$ cat config.mk
export PLATFORM = sky130hd
export DESIGN_NAME = rational_number_alu
export DESIGN_NICKNAME = d
export VERILOG_FILES = /design/src/rna_pkg.sv /design/src/rna_mul.sv /design/src/rna_gcd.sv /design/src/rna_div.sv /design/src/rational_number_alu.sv
export SDC_FILE = /design/constraint.sdc
export NUM_CORES = 2
export LEC_CHECK = 0
export BUFFER_PORTS_ARGS = -buffer_cell sky130_fd_sc_hd__buf_2
export CORE_UTILIZATION = 40
export DETAILED_ROUTE_END_ITERATION = 12
export GPL_ROUTABILITY_DRIVEN = 0
export HOLD_SLACK_MARGIN = 0.02
export REMOVE_ABC_BUFFERS = 1
export SYNTH_ARGS = -nofsm -noshare
export SYNTH_HDL_FRONTEND = slang
export SYNTH_SLANG_ARGS = --single-unit
export TNS_END_PERCENT = 20
$ cat constraint.sdc
create_clock -name clk -period 17.6 [get_ports clk]
set_clock_uncertainty 0.05 [all_clocks]
set_input_delay 0.88 -clock clk [delete_from_list [all_inputs] [get_ports clk]]
set_output_delay 0.88 -clock clk [all_outputs]
set_load 0.01 [all_outputs]
$ cat src/rna_pkg.sv
// ----------------------------------------------------------------------------
// Rational number ALU package
// Field widths, function codes and sequencer states.
// ----------------------------------------------------------------------------
`timescale 1ns / 1ps

package rna_pkg;

    localparam int FUNC_BITS = 3;
    localparam int OPND_BITS = 32;
    localparam int RES_BITS  = 64;

    // Function codes
    localparam logic [FUNC_BITS-1:0] FN_ADD  = 3'd0;
    localparam logic [FUNC_BITS-1:0] FN_SUB  = 3'd1;
    localparam logic [FUNC_BITS-1:0] FN_MUL  = 3'd2;
    localparam logic [FUNC_BITS-1:0] FN_DIV  = 3'd3;
    localparam logic [FUNC_BITS-1:0] FN_MIN  = 3'd4;
    localparam logic [FUNC_BITS-1:0] FN_SIMP = 3'd5;

    // Sequencer states
    typedef enum logic [3:0] {
        S_IDLE,
        S_MUL0,
        S_MUL1,
        S_MUL2,
        S_CALC,
        S_GSTART,
        S_GWAIT,
        S_NSTART,
        S_NWAIT,
        S_DSTART,
        S_DWAIT,
        S_OUT
    } state_t;

endpackage

$ cat src/rna_mul.sv
// ----------------------------------------------------------------------------
// Rational number ALU multiplier
// Signed word by word multiplier with a registered product.
// ----------------------------------------------------------------------------
`timescale 1ns / 1ps

module rna_mul
    import rna_pkg::*;
#(
    parameter int W = 32
)
(
    input  logic                  clk,
    input  logic                  en,
    input  logic signed [W-1:0]   a,
    input  logic signed [W-1:0]   b,
    output logic signed [2*W-1:0] p
);

    logic signed [2*W-1:0] p_reg;
    logic signed [2*W-1:0] p_next;

    // Form the full-width product
    assign p_next = a * b;

    // Capture the product when enabled, hold otherwise
    always_ff @(posedge clk)
    begin
        if (en)
        begin
            p_reg <= p_next;
        end
    end

    assign p = p_reg;

endmodule

$ cat src/rna_gcd.sv
// ----------------------------------------------------------------------------
// Rational number ALU gcd unit
// Binary gcd of two unsigned magnitudes, one shift or subtract per cycle.
// ----------------------------------------------------------------------------
`timescale 1ns / 1ps

module rna_gcd
    import rna_pkg::*;
#(
    parameter int W = 32
)
(
    input  logic         clk,
    input  logic         rst_n,
    input  logic         start,
    input  logic [W-1:0] a_in,
    input  logic [W-1:0] b_in,
    output logic         done,
    output logic [W-1:0] g
);

    localparam int KW = $clog2(W);

    logic          busy_reg, busy_next;
    logic          done_reg, done_next;
    logic [W-1:0]  a_reg, a_next;
    logic [W-1:0]  b_reg, b_next;
    logic [KW-1:0] k_reg, k_next;
    logic [W-1:0]  g_reg, g_next;
    logic          a_ge_b;
    logic [W-1:0]  diff;

    // Shared compare and subtract
    assign a_ge_b = a_reg >= b_reg;
    assign diff   = a_ge_b ? (a_reg - b_reg) : (b_reg - a_reg);

    // One gcd step
    always_comb
    begin
        busy_next = busy_reg;
        done_next = 1'b0;
        a_next    = a_reg;
        b_next    = b_reg;
        k_next    = k_reg;
        g_next    = g_reg;
        if (start)
        begin
            busy_next = 1'b1;
            a_next    = a_in;
            b_next    = b_in;
            k_next    = '0;
        end
        else if (busy_reg)
        begin
            if (a_reg == '0)
            begin
                g_next    = b_reg << k_reg;
                busy_next = 1'b0;
                done_next = 1'b1;
            end
            else if (b_reg == '0)
            begin
                g_next    = a_reg << k_reg;
                busy_next = 1'b0;
                done_next = 1'b1;
            end
            else if (!a_reg[0] && !b_reg[0])
            begin
                a_next = a_reg >> 1;
                b_next = b_reg >> 1;
                k_next = k_reg + 1'b1;
            end
            else if (!a_reg[0])
            begin
                a_next = a_reg >> 1;
            end
            else if (!b_reg[0])
            begin
                b_next = b_reg >> 1;
            end
            else if (a_ge_b)
            begin
                a_next = diff >> 1;
            end
            else
            begin
                b_next = diff >> 1;
            end
        end
    end

    // Control state
    always_ff @(posedge clk or negedge rst_n)
    begin
        if (!rst_n)
        begin
            busy_reg <= 1'b0;
            done_reg <= 1'b0;
        end
        else
        begin
            busy_reg <= busy_next;
            done_reg <= done_next;
        end
    end

    // Working values
    always_ff @(posedge clk)
    begin
        a_reg <= a_next;
        b_reg <= b_next;
        k_reg <= k_next;
        g_reg <= g_next;
    end

    assign done = done_reg;
    assign g    = g_reg;

endmodule

$ cat src/rna_div.sv
// ----------------------------------------------------------------------------
// Rational number ALU divider
// Restoring unsigned divider, one quotient bit per cycle.
// ----------------------------------------------------------------------------
`timescale 1ns / 1ps

module rna_div
    import rna_pkg::*;
#(
    parameter int W = 32
)
(
    input  logic         clk,
    input  logic         rst_n,
    input  logic         start,
    input  logic [W-1:0] dividend,
    input  logic [W-1:0] divisor,
    output logic         done,
    output logic [W-1:0] quotient
);

    localparam int CW = $clog2(W);

    logic          busy_reg, busy_next;
    logic          done_reg, done_next;
    logic [CW-1:0] cnt_reg, cnt_next;
    logic [W-1:0]  rem_reg, rem_next;
    logic [W-1:0]  quo_reg, quo_next;
    logic [W-1:0]  dsr_reg, dsr_next;
    logic [W:0]    rem_sh;
    logic [W:0]    trial;
    logic          fits;

    // Trial subtract of the divisor from the shifted remainder
    assign rem_sh = {rem_reg, quo_reg[W-1]};
    assign fits   = rem_sh >= {1'b0, dsr_reg};
    assign trial  = rem_sh - {1'b0, dsr_reg};

    // One division step
    always_comb
    begin
        busy_next = busy_reg;
        done_next = 1'b0;
        cnt_next  = cnt_reg;
        rem_next  = rem_reg;
        quo_next  = quo_reg;
        dsr_next  = dsr_reg;
        if (start)
        begin
            busy_next = 1'b1;
            cnt_next  = '0;
            rem_next  = '0;
            quo_next  = dividend;
            dsr_next  = divisor;
        end
        else if (busy_reg)
        begin
            rem_next = fits ? trial[W-1:0] : rem_sh[W-1:0];
            quo_next = {quo_reg[W-2:0], fits};
            cnt_next = cnt_reg + 1'b1;
            if (cnt_reg == CW'(W - 1))
            begin
                busy_next = 1'b0;
                done_next = 1'b1;
            end
        end
    end

    // Control state
    always_ff @(posedge clk or negedge rst_n)
    begin
        if (!rst_n)
        begin
            busy_reg <= 1'b0;
            done_reg <= 1'b0;
        end
        else
        begin
            busy_reg <= busy_next;
            done_reg <= done_next;
        end
    end

    // Working values
    always_ff @(posedge clk)
    begin
        cnt_reg <= cnt_next;
        rem_reg <= rem_next;
        quo_reg <= quo_next;
        dsr_reg <= dsr_next;
    end

    assign done     = done_reg;
    assign quotient = quo_reg;

endmodule

$ cat src/rational_number_alu.sv
// Rational number ALU. Each transfer on the input channel carries a function
// code and two fractions; one result fraction with overflow and zero
// denominator flags comes back on the output channel. Only the low WORD_BITS
// bits of each operand are used, sign-extended. Add, sub, mul, div and min
// run their three cross products through a single WORD_BITS x WORD_BITS
// multiplier and step through S_MUL0, S_MUL1, S_MUL2, S_CALC and S_OUT.
// Simplify runs a binary gcd (at most about 2*WORD_BITS steps) followed by
// two restoring divisions of WORD_BITS steps each on one divider; a zero
// numerator and the unused codes go straight to S_CALC and S_OUT. The block
// takes one item at a time and accepts the next as soon as the previous
// result has moved into the output register, even while that result waits
// to be taken.
// ----------------------------------------------------------------------------
// Rational number ALU top level
// Sequencer, operand and result registers, and output register.
// ----------------------------------------------------------------------------
`timescale 1ns / 1ps

module rational_number_alu
    import rna_pkg::*;
#(
    parameter int WORD_BITS = 32
)
(
    input  logic                        clk,
    input  logic                        rst_n,
    input  logic                        in_valid,
    output logic                        in_ready,
    input  logic [FUNC_BITS-1:0]        func,
    input  logic signed [OPND_BITS-1:0] num_a,
    input  logic signed [OPND_BITS-1:0] den_a,
    input  logic signed [OPND_BITS-1:0] num_b,
    input  logic signed [OPND_BITS-1:0] den_b,
    output logic                        out_valid,
    input  logic                        out_ready,
    output logic signed [RES_BITS-1:0]  res_num,
    output logic signed [RES_BITS-1:0]  res_den,
    output logic                        overflow,
    output logic                        zero_den
);

    localparam int W = WORD_BITS;

    state_t                     state_reg, state_next;
    logic [FUNC_BITS-1:0]       func_reg;
    logic signed [W-1:0]        na_reg, da_reg, nb_reg, db_reg;
    logic signed [RES_BITS-1:0] prod0_reg, prod1_reg;
    logic [W-1:0]               qn_reg;
    logic [RES_BITS-1:0]        rn_reg, rd_reg;
    logic                       ovf_reg;
    logic [RES_BITS-1:0]        res_num_reg, res_den_reg;
    logic                       overflow_reg, zero_den_reg, out_valid_reg;

    logic                       accept;
    logic                       mul_en;
    logic signed [W-1:0]        mul_a, mul_b;
    logic signed [2*W-1:0]      mul_p;
    logic signed [RES_BITS-1:0] mul_p64;
    logic                       gcd_start, gcd_done;
    logic [W-1:0]               gcd_g;
    logic                       div_start, div_done;
    logic [W-1:0]               div_dividend, div_q;
    logic [W-1:0]               mag_na, mag_da;
    logic                       res_load, out_load;
    logic [RES_BITS-1:0]        sum, dif, qn_ext, qd_ext;
    logic [RES_BITS-1:0]        calc_rn, calc_rd;
    logic                       calc_ovf;

    // ------------------------------------------------------------------
    // Shared units
    // ------------------------------------------------------------------
    rna_mul #(.W(W)) u_mul
    (
        .clk (clk),
        .en  (mul_en),
        .a   (mul_a),
        .b   (mul_b),
        .p   (mul_p)
    );

    rna_gcd #(.W(W)) u_gcd
    (
        .clk   (clk),
        .rst_n (rst_n),
        .start (gcd_start),
        .a_in  (mag_na),
        .b_in  (mag_da),
        .done  (gcd_done),
        .g     (gcd_g)
    );

    rna_div #(.W(W)) u_div
    (
        .clk      (clk),
        .rst_n    (rst_n),
        .start    (div_start),
        .dividend (div_dividend),
        .divisor  (gcd_g),
        .done     (div_done),
        .quotient (div_q)
    );

    assign mul_p64 = RES_BITS'(mul_p);
    assign mag_na  = na_reg[W-1] ? (~na_reg + 1'b1) : na_reg;
    assign mag_da  = da_reg[W-1] ? (~da_reg + 1'b1) : da_reg;
    assign accept  = in_valid && in_ready;

    // ------------------------------------------------------------------
    // Next state
    // ------------------------------------------------------------------
    always_comb
    begin
        state_next = state_reg;
        case (state_reg)
            S_IDLE:
            begin
                if (in_valid)
                begin
                    if ((func == FN_SIMP) && (num_a[W-1:0] != '0))
                    begin
                        state_next = S_GSTART;
                    end
                    else if (func inside {FN_ADD, FN_SUB, FN_MUL, FN_DIV, FN_MIN})
                    begin
                        state_next = S_MUL0;
                    end
                    else
                    begin
                        state_next = S_CALC;
                    end
                end
            end
            S_MUL0:   state_next = S_MUL1;
            S_MUL1:   state_next = S_MUL2;
            S_MUL2:   state_next = S_CALC;
            S_CALC:   state_next = S_OUT;
            S_GSTART: state_next = S_GWAIT;
            S_GWAIT:
            begin
                if (gcd_done)
                begin
                    state_next = S_NSTART;
                end
            end
            S_NSTART: state_next = S_NWAIT;
            S_NWAIT:
            begin
                if (div_done)
                begin
                    state_next = S_DSTART;
                end
            end
            S_DSTART: state_next = S_DWAIT;
            S_DWAIT:
            begin
                if (div_done)
                begin
                    state_next = S_OUT;
                end
            end
            S_OUT:
            begin
                if (!out_valid_reg || out_ready)
                begin
                    state_next = S_IDLE;
                end
            end
            default:  state_next = S_IDLE;
        endcase
    end

    // ------------------------------------------------------------------
    // Sequencer outputs
    // ------------------------------------------------------------------
    always_comb
    begin
        in_ready     = 1'b0;
        mul_en       = 1'b0;
        mul_a        = na_reg;
        mul_b        = db_reg;
        gcd_start    = 1'b0;
        div_start    = 1'b0;
        div_dividend = mag_na;
        res_load     = 1'b0;
        out_load     = 1'b0;
        case (state_reg)
            S_IDLE:
            begin
                in_ready = 1'b1;
            end
            S_MUL0:
            begin
                mul_en = 1'b1;
                if (func_reg == FN_MUL)
                begin
                    mul_b = nb_reg;
                end
            end
            S_MUL1:
            begin
                mul_en = 1'b1;
                if ((func_reg == FN_ADD) || (func_reg == FN_SUB))
                begin
                    mul_a = nb_reg;
                    mul_b = da_reg;
                end
                else if (func_reg == FN_MUL)
                begin
                    mul_a = da_reg;
                    mul_b = db_reg;
                end
                else
                begin
                    mul_a = da_reg;
                    mul_b = nb_reg;
                end
            end
            S_MUL2:
            begin
                mul_en = 1'b1;
                mul_a  = da_reg;
                mul_b  = db_reg;
            end
            S_CALC:
            begin
                res_load = 1'b1;
            end
            S_GSTART:
            begin
                gcd_start = 1'b1;
            end
            S_NSTART:
            begin
                div_start = 1'b1;
            end
            S_DSTART:
            begin
                div_start    = 1'b1;
                div_dividend = mag_da;
            end
            S_DWAIT:
            begin
                div_dividend = mag_da;
                res_load     = div_done;
            end
            S_OUT:
            begin
                out_load = !out_valid_reg || out_ready;
            end
            default:
            begin
                in_ready = 1'b0;
            end
        endcase
    end

    // ------------------------------------------------------------------
    // Result combine
    // ------------------------------------------------------------------
    assign sum    = prod0_reg + prod1_reg;
    assign dif    = prod0_reg - prod1_reg;
    assign qn_ext = RES_BITS'(qn_reg);
    assign qd_ext = RES_BITS'(div_q);

    always_comb
    begin
        calc_rn  = '0;
        calc_rd  = RES_BITS'(1);
        calc_ovf = 1'b0;
        if (state_reg == S_DWAIT)
        begin
            // Reduced fraction, signs restored
            calc_rn = na_reg[W-1] ? ('0 - qn_ext) : qn_ext;
            calc_rd = da_reg[W-1] ? ('0 - qd_ext) : qd_ext;
        end
        else
        begin
            case (func_reg)
                FN_ADD:
                begin
                    calc_rn  = sum;
                    calc_rd  = mul_p64;
                    calc_ovf = (prod0_reg[RES_BITS-1] == prod1_reg[RES_BITS-1]) &&
                               (sum[RES_BITS-1] != prod0_reg[RES_BITS-1]);
                end
                FN_SUB:
                begin
                    calc_rn  = dif;
                    calc_rd  = mul_p64;
                    calc_ovf = (prod0_reg[RES_BITS-1] != prod1_reg[RES_BITS-1]) &&
                               (dif[RES_BITS-1] != prod0_reg[RES_BITS-1]);
                end
                FN_MUL, FN_DIV:
                begin
                    calc_rn = prod0_reg;
                    calc_rd = prod1_reg;
                end
                FN_MIN:
                begin
                    if (prod0_reg <= prod1_reg)
                    begin
                        calc_rn = RES_BITS'(na_reg);
                        calc_rd = RES_BITS'(da_reg);
                    end
                    else
                    begin
                        calc_rn = RES_BITS'(nb_reg);
                        calc_rd = RES_BITS'(db_reg);
                    end
                end
                default:
                begin
                    // Zero numerator simplify and unused codes give 0/1
                    calc_rn = '0;
                end
            endcase
        end
    end

    // ------------------------------------------------------------------
    // Control registers
    // ------------------------------------------------------------------
    always_ff @(posedge clk or negedge rst_n)
    begin
        if (!rst_n)
        begin
            state_reg     <= S_IDLE;
            out_valid_reg <= 1'b0;
        end
        else
        begin
            state_reg <= state_next;
            if (out_load)
            begin
                out_valid_reg <= 1'b1;
            end
            else if (out_ready)
            begin
                out_valid_reg <= 1'b0;
            end
        end
    end

    // ------------------------------------------------------------------
    // Payload registers
    // ------------------------------------------------------------------
    always_ff @(posedge clk)
    begin
        // Capture operands on transfer
        if (accept)
        begin
            func_reg <= func;
            na_reg   <= num_a[W-1:0];
            da_reg   <= den_a[W-1:0];
            nb_reg   <= num_b[W-1:0];
            db_reg   <= den_b[W-1:0];
        end
        // Hold cross products
        if (state_reg == S_MUL1)
        begin
            prod0_reg <= mul_p64;
        end
        if (state_reg == S_MUL2)
        begin
            prod1_reg <= mul_p64;
        end
        // Hold reduced numerator magnitude
        if ((state_reg == S_NWAIT) && div_done)
        begin
            qn_reg <= div_q;
        end
        if (res_load)
        begin
            rn_reg  <= calc_rn;
            rd_reg  <= calc_rd;
            ovf_reg <= calc_ovf;
        end
        if (out_load)
        begin
            res_num_reg  <= rn_reg;
            res_den_reg  <= rd_reg;
            overflow_reg <= ovf_reg;
            zero_den_reg <= (rd_reg == '0);
        end
    end

    assign out_valid = out_valid_reg;
    assign res_num   = res_num_reg;
    assign res_den   = res_den_reg;
    assign overflow  = overflow_reg;
    assign zero_den  = zero_den_reg;

endmodule

== Word level (Yosys, flattened, before mapping) ==
Index checks and enable logic that the tools add are counted.
Word-level totals
  output and inout bits: 132
  register bits after elaboration: 825
  memories kept: 0
  memory bits (writable): 0
  bits in read-only memories: 0
  latch bits: 0
  word-level logic and storage cells: 195
  bits of input ports: 135
Cells by class
  bitwise logic cells: 5
  equality and inequality tests: 35
  muxes and demuxes: 70
  div/mod/pow operators: 0
  add/subtract/negate cells: 11
  shift-type cells: 2
  reductions and logical operators: 36
  $lt $le $gt $ge: 3
  multiply operators: 1
Operators by type and width (number)
  $mux 32: 29
  $mux 64: 6
  $pmux 64 s4: 1
  $pmux 64 s3: 1
  $pmux 32 s2: 2
  $sub 32x32->32: 3
  $sub 1x32->33 const A: 2
  $add 32x1->32 const B: 2
  $add 64x64->64: 1
  $le 64x64->1: 1
  $logic_not 32->1: 2
  $logic_not 64->1: 1
  $mul 32x32->64: 1
  $not 32->32: 2
  $shl 32x5->32: 2
  $sub 64x64->64: 1
  $pmux 4 s12: 1
  $ge 33x32->1: 1
  $ge 32x32->1: 1
  $reduce_bool 32->1: 1
  $mux 1: 21
  $mux 4: 5
  $eq 4x3->1 const B: 4
  $eq 4x4->1 const B: 4
  28 further kinds: 68

== Depth between registers and ports, before layout ==
  depth after elaboration: 10
  gate-level depth with buffers: 39

== Cells and area by module ==
Synthesis repeated with hierarchy kept, for this count alone.
Second synthesis, totals
  cells, all modules: 8916
  area, all modules: 87545.2 um2
Modules (own cells, without submodules)
  rna_mul: seq. area each 1921.8 um2, area each 38278.0 um2, times used 1, cells each 3985
  rational_number_alu: seq. area each 16641.0 um2, area each 33284.4 um2, times used 1, cells each 3132
  rna_gcd: seq. area each 3032.9 um2, area each 10063.4 um2, times used 1, cells each 1223
  rna_div: seq. area each 2712.6 um2, area each 5919.4 um2, times used 1, cells each 576

== Worst setup path before layout ==
OpenSTA, ideal clock, no wires.
  path type: reg2reg
  from: register state_reg[3]
  to: register u_mul.p_reg[59] (netlist: u_mul.p[59]), data pin
  cell stages (with the launch flop): 30
  path slack: 6.256 ns
  arrival time: 11.034 ns
  clock period less this slack: 11.344 ns
  path buffers: 3
  cells stage by stage: dfrtp_1 or2_2 clkbuf_1 nor2_1 o21ai_0 nand2_1 clkbuf_1 nand2_1 fa_1 fa_1 fa_1 fa_1 inv_1 fa_1 fa_1 fa_1 fa_1 ha_1 clkbuf_1 a21oi_1 o21ai_0 a221o_1 a221o_1 o21ai_1 a311oi_1 a21o_1 a21oi_1 o21ai_1 a41o_1 xor2_1
Between the ends
  longest elaborated chain between the ends: 3
  elaborated cells between the ends (all ways): 6
  classes of those cells: mul: 1; eq/ne: 3; mux: 2
RTL lines
  from (decl): line rational_number_alu.sv:44  | state_t state_reg, state_next;
  from (signal assigned): line rational_number_alu.sv:332  | state_reg <= state_next;
  $eq 4x2->1 or $eq 4x1->1 (tied branches): line rational_number_alu.sv:186  | case (state_reg)
  $pmux 32 s2: line rational_number_alu.sv:186
  $mul 32x32->64 *: line rna_mul.sv:24  | assign p_next = a * b;
  net u_mul.p_next[59]: line rna_mul.sv:21  | logic signed [2*W-1:0] p_next;
  to (signal assigned): line rna_mul.sv:31  | p_reg <= p_next;
  to (decl): line rna_mul.sv:20  | logic signed [2*W-1:0] p_reg;
Mark *: on every way through the listed nets, which the timed path passes. The rest lies on a longest branch.
A chain may end at the register's enable or synchronous reset.

== Worst setup path in the final report ==
  from: register func_reg[1]
  to: register u_mul.p_reg[62] (netlist: u_mul.p[62]), data pin
Between the ends
  longest elaborated chain between the ends: 5
  elaborated cells between the ends (all ways): 11
  classes of those cells: mul: 1; eq/ne: 2; mux: 6; reduce/logical: 2
RTL lines
  from (decl): line rational_number_alu.sv:45  | logic [FUNC_BITS-1:0] func_reg;
  from (signal assigned): line rational_number_alu.sv:352  | func_reg <= func;
  $eq 3x2->1, or another cell as far along: line rational_number_alu.sv:194, rational_number_alu.sv:207
  $mux 32 or $logic_or 1x1->1 (tied branches): line rational_number_alu.sv:207, rational_number_alu.sv:202
  $mux 32: line rational_number_alu.sv:202  | if ((func_reg == FN_ADD) || (func_reg == FN_SUB))
  $pmux 32 s2: line rational_number_alu.sv:186
  $mul 32x32->64 *: line rna_mul.sv:24
  net u_mul.p_next[62]: line rna_mul.sv:21
Marks and branches as above.

==> results.py <==
metrics = {
    "status": {
        "status": "complete, but fails checks",
        "violations": "design-rule violations",
    },
    "logic_synthesis": {
        "synth_top_cells_by_area": "edfxtp_1 (27%), fa_1 (25%), ha_1 (6.1%)",
        "yosys_warnings": 0,
        "ys_async_sr_fraction_pct": 1.091,
        "synth.most_common_cell": "inv_1",
        "ys_seq_area_share_pct": 28.46,
        "netlist_instances": 8867,
        "yosysUniqueCellTypes": 91,
        "ys_ff_latch": 825,
        "synth-edff-count": 774,
        "yosys-top-cells-count": "inv_1 (1210), fa_1 (1087), nor2_1 (934)",
        "avgSynthCellArea_sq_um": 9.633,
        "synth_top_area_share_pct": 27.21,
        "synth_largest_area_cell": "edfxtp_1",
        "synthesis.area_sq_um": 85410,
        "yosys_most_used_dff": "edfxtp_1",
    },
    "timing": {
        "hold_viol": 0,
        "fmax_mhz": 80.22,
        "holdWs_ns": 0.2594,
        "setup_violations": 0,
        "tns_ns": 0,
        "relSlewSlack_pct": 6.356,
        "min_period_ns": 12.47,
        "rsz0062_at_grt": "false",
        "fin_ws_ns": 5.134,
        "post-route-period-util_pct": 70.83,
        "worst_pin_slew_ns": 1.395,
        "finalMaxSlewViolations": 0,
    },
    "clock_network": {
        "clk_latency_ns": 0.74,
        "cts_buffer_depth": 3,
        "numCtsBuffers": 85,
        "cts-root-buf": "clkbuf_16",
        "path_clk_slew_ns": 0.06,
        "cts_sinks": 825,
        "cts-htree-levels": 3,
        "post_cts_resized": 0,
        "cts_tree": "built",
    },
    "global_routing": {
        "overflow": 0,
        "grt_pass1_wl_um": 453000,
        "grt_max_degree": 89,
        "grt_pass1_vias": 68630,
        "grt_use_total_pct": 28.25,
        "antenna_found_initial": 15,
    },
    "layout": {
        "fillers": 20250,
        "drive_gt1_share_pct": 7.861,
        "finalNetCount": 10510,
        "register_area_sq_um": 24310,
        "multiInputGateArea_sq_um": 54890,
        "syn2layout_area_growth_pct": 8.546,
    },
    "floorplanning": {
        "start_util_pct": 40.27,
        "fp.dieW_um": 464.1,
        "core_sq_um": 212100,
        "die_h_um": 464.1,
        "die_area_sq_um": 215400,
        "io_pins": 267,
        "rows": 169,
    },
    "worst_setup_path": {
        "critPathArrivalTime_ns": 12.83,
        "cp-end-kind": "flip-flop",
        "cp.required_ns": 17.97,
        "max_stage_delay_ns": 0.83,
        "critPathSlowestCell": "o21a_1",
        "critical_path_class": "reg2reg",
        "worst-path-buf-inv": 8,
        "cp_max_fo": 64,
        "path_common_cell": "fa_1",
        "cp_top_family": "adder cells",
        "crit_path_start_kind": "flip-flop",
    },
    "route": {
        "antenna_left": 0,
        "drcViolationCount": 84,
        "viasPerCell": 5.940,
        "wl_met3_um": 39150,
        "num_vias": 69940,
        "highest_layer": "met5",
        "wire_per_inst_um": 26.32,
        "wl_met2_um": 130800,
        "wirelength_um": 309900,
        "met1Wirelength_um": 119800,
        "drt_iter0_drc": 8620,
        "first_pass_iters": 12,
    },
    "worst_hold_path": {
        "hp-class": "in2reg",
    },
    "placement": {
        "dp_slack_ns": 5.323,
        "numPortBuffers": 266,
        "dp.final_hpwl_um": 235400,
    },
    "run": {
        "maxCapViolCount": 0,
    },
}
-- timing repair --
item	CTS	global route
buffers inserted	0	0
hold buffers	1	0
endpoints found under the hold margin	9	0
-- logic make-up (layout without fill, tap and decap cells) --
logic type / Yosys count / after routing / synth area share (%)
muxes: 216 / 216 / 2.627
xor gates and xnor gates: 317 / 317 / 3.251
and+or+nand+nor: 2434 / 2434 / 12.49
buffers and inverters: 1725 / 1801 / 7.603
other: 0 / 11 / 0
DFF: 825 / 825 / 28.46
AOI/OAI and AO/OA: 1848 / 1848 / 14.01
adders and majority gates: 1502 / 1502 / 31.56
-- cells in the final DEF, fill, tap and decap left out, drive strengths merged, types with 32 or more instances in the layout --
cell / netlist / final
edfxtp: 774 / 774
o21ai: 441 / 441
a221oi: 104 / 104
nor2: 935 / 935
a221o: 33 / 33
ha: 415 / 415
inv: 1213 / 1222
fa: 1087 / 1087
xor2: 134 / 134
mux2i: 181 / 181
a21oi: 481 / 481
o21a: 61 / 61
or4: 36 / 36
a211oi: 38 / 38
o31ai: 68 / 68
nand4: 61 / 61
nand2: 859 / 859
mux2: 32 / 32
o22ai: 79 / 79
a31oi: 48 / 48
and2: 53 / 53
o21bai: 43 / 43
xnor2: 183 / 183
nand2b: 74 / 74
or2: 33 / 33
a21o: 148 / 148
nor3: 91 / 91
nor4: 74 / 74
nor2b: 55 / 55
nand3: 67 / 67
or3: 39 / 39
clkbuf: 454 / 92
clkinv: 2 / 41
dfxtp: 42 / 42
buf: 56 / 431
a22oi: 82 / 82
-- worst reg2reg max path: cells and delay by family (launching register included) --
kind / cells / cell delay (ns)
compound gates: 10 / 3.39
xor+xnor: 1 / 0.16
fa+ha+maj: 9 / 4.36
buf+inv: 8 / 2.00
flops: 1 / 0.32
simple gates: 8 / 1.89
-- stage by stage --
step                utilization (%)  area [sq um]  instances
global placement              42.37         89860      11610
detailed placement            42.37         89860      11610
finish                        43.71         92710      11780
CTS                           43.70         92680      11760
global route                  43.70         92690      11770
floorplan                         -         83480       8357
-- path summary, 6_finish.rpt --
path                       depth (start not counted)        endpoint   startpoint  slack [ns]
max in group asynchronous                          2  u_div.busy_reg        rst_n       16.63
max reg2reg                                       36     u_mul.p[62]  func_reg[1]        5.13
max                                               36     u_mul.p[62]  func_reg[1]        5.13
min                                                1      db_reg[19]    den_b[19]        0.26
min reg2reg                                        0     res_num[17]   rn_reg[17]        0.37
min in group asynchronous                          2  u_gcd.busy_reg        rst_n        0.62
-- layer usage --
metal / global-route usage (%) / up-vias
met1: 37.04 / 34610
met4: 15.65 / 8
met2: 41.55 / 4468
met3: 8.510 / 929
met5: 0 / -
li1: - / 29930
-- area by class of cell --
class                           count  area share (%)
Antenna cell                       11         0.02969
Clock buffer                       92           2.333
Clock inverter                     62          0.7045
Inverter                         1215           4.919
Multi-Input combinational cell   6317           59.20
Sequential cell                   825           26.22
Tap cell                         2821           3.807
Timing Repair Buffer              432           2.783
Power is not shown: default switching activity piles up to over one toggle a cycle in this logic, so the estimate is an artifact.
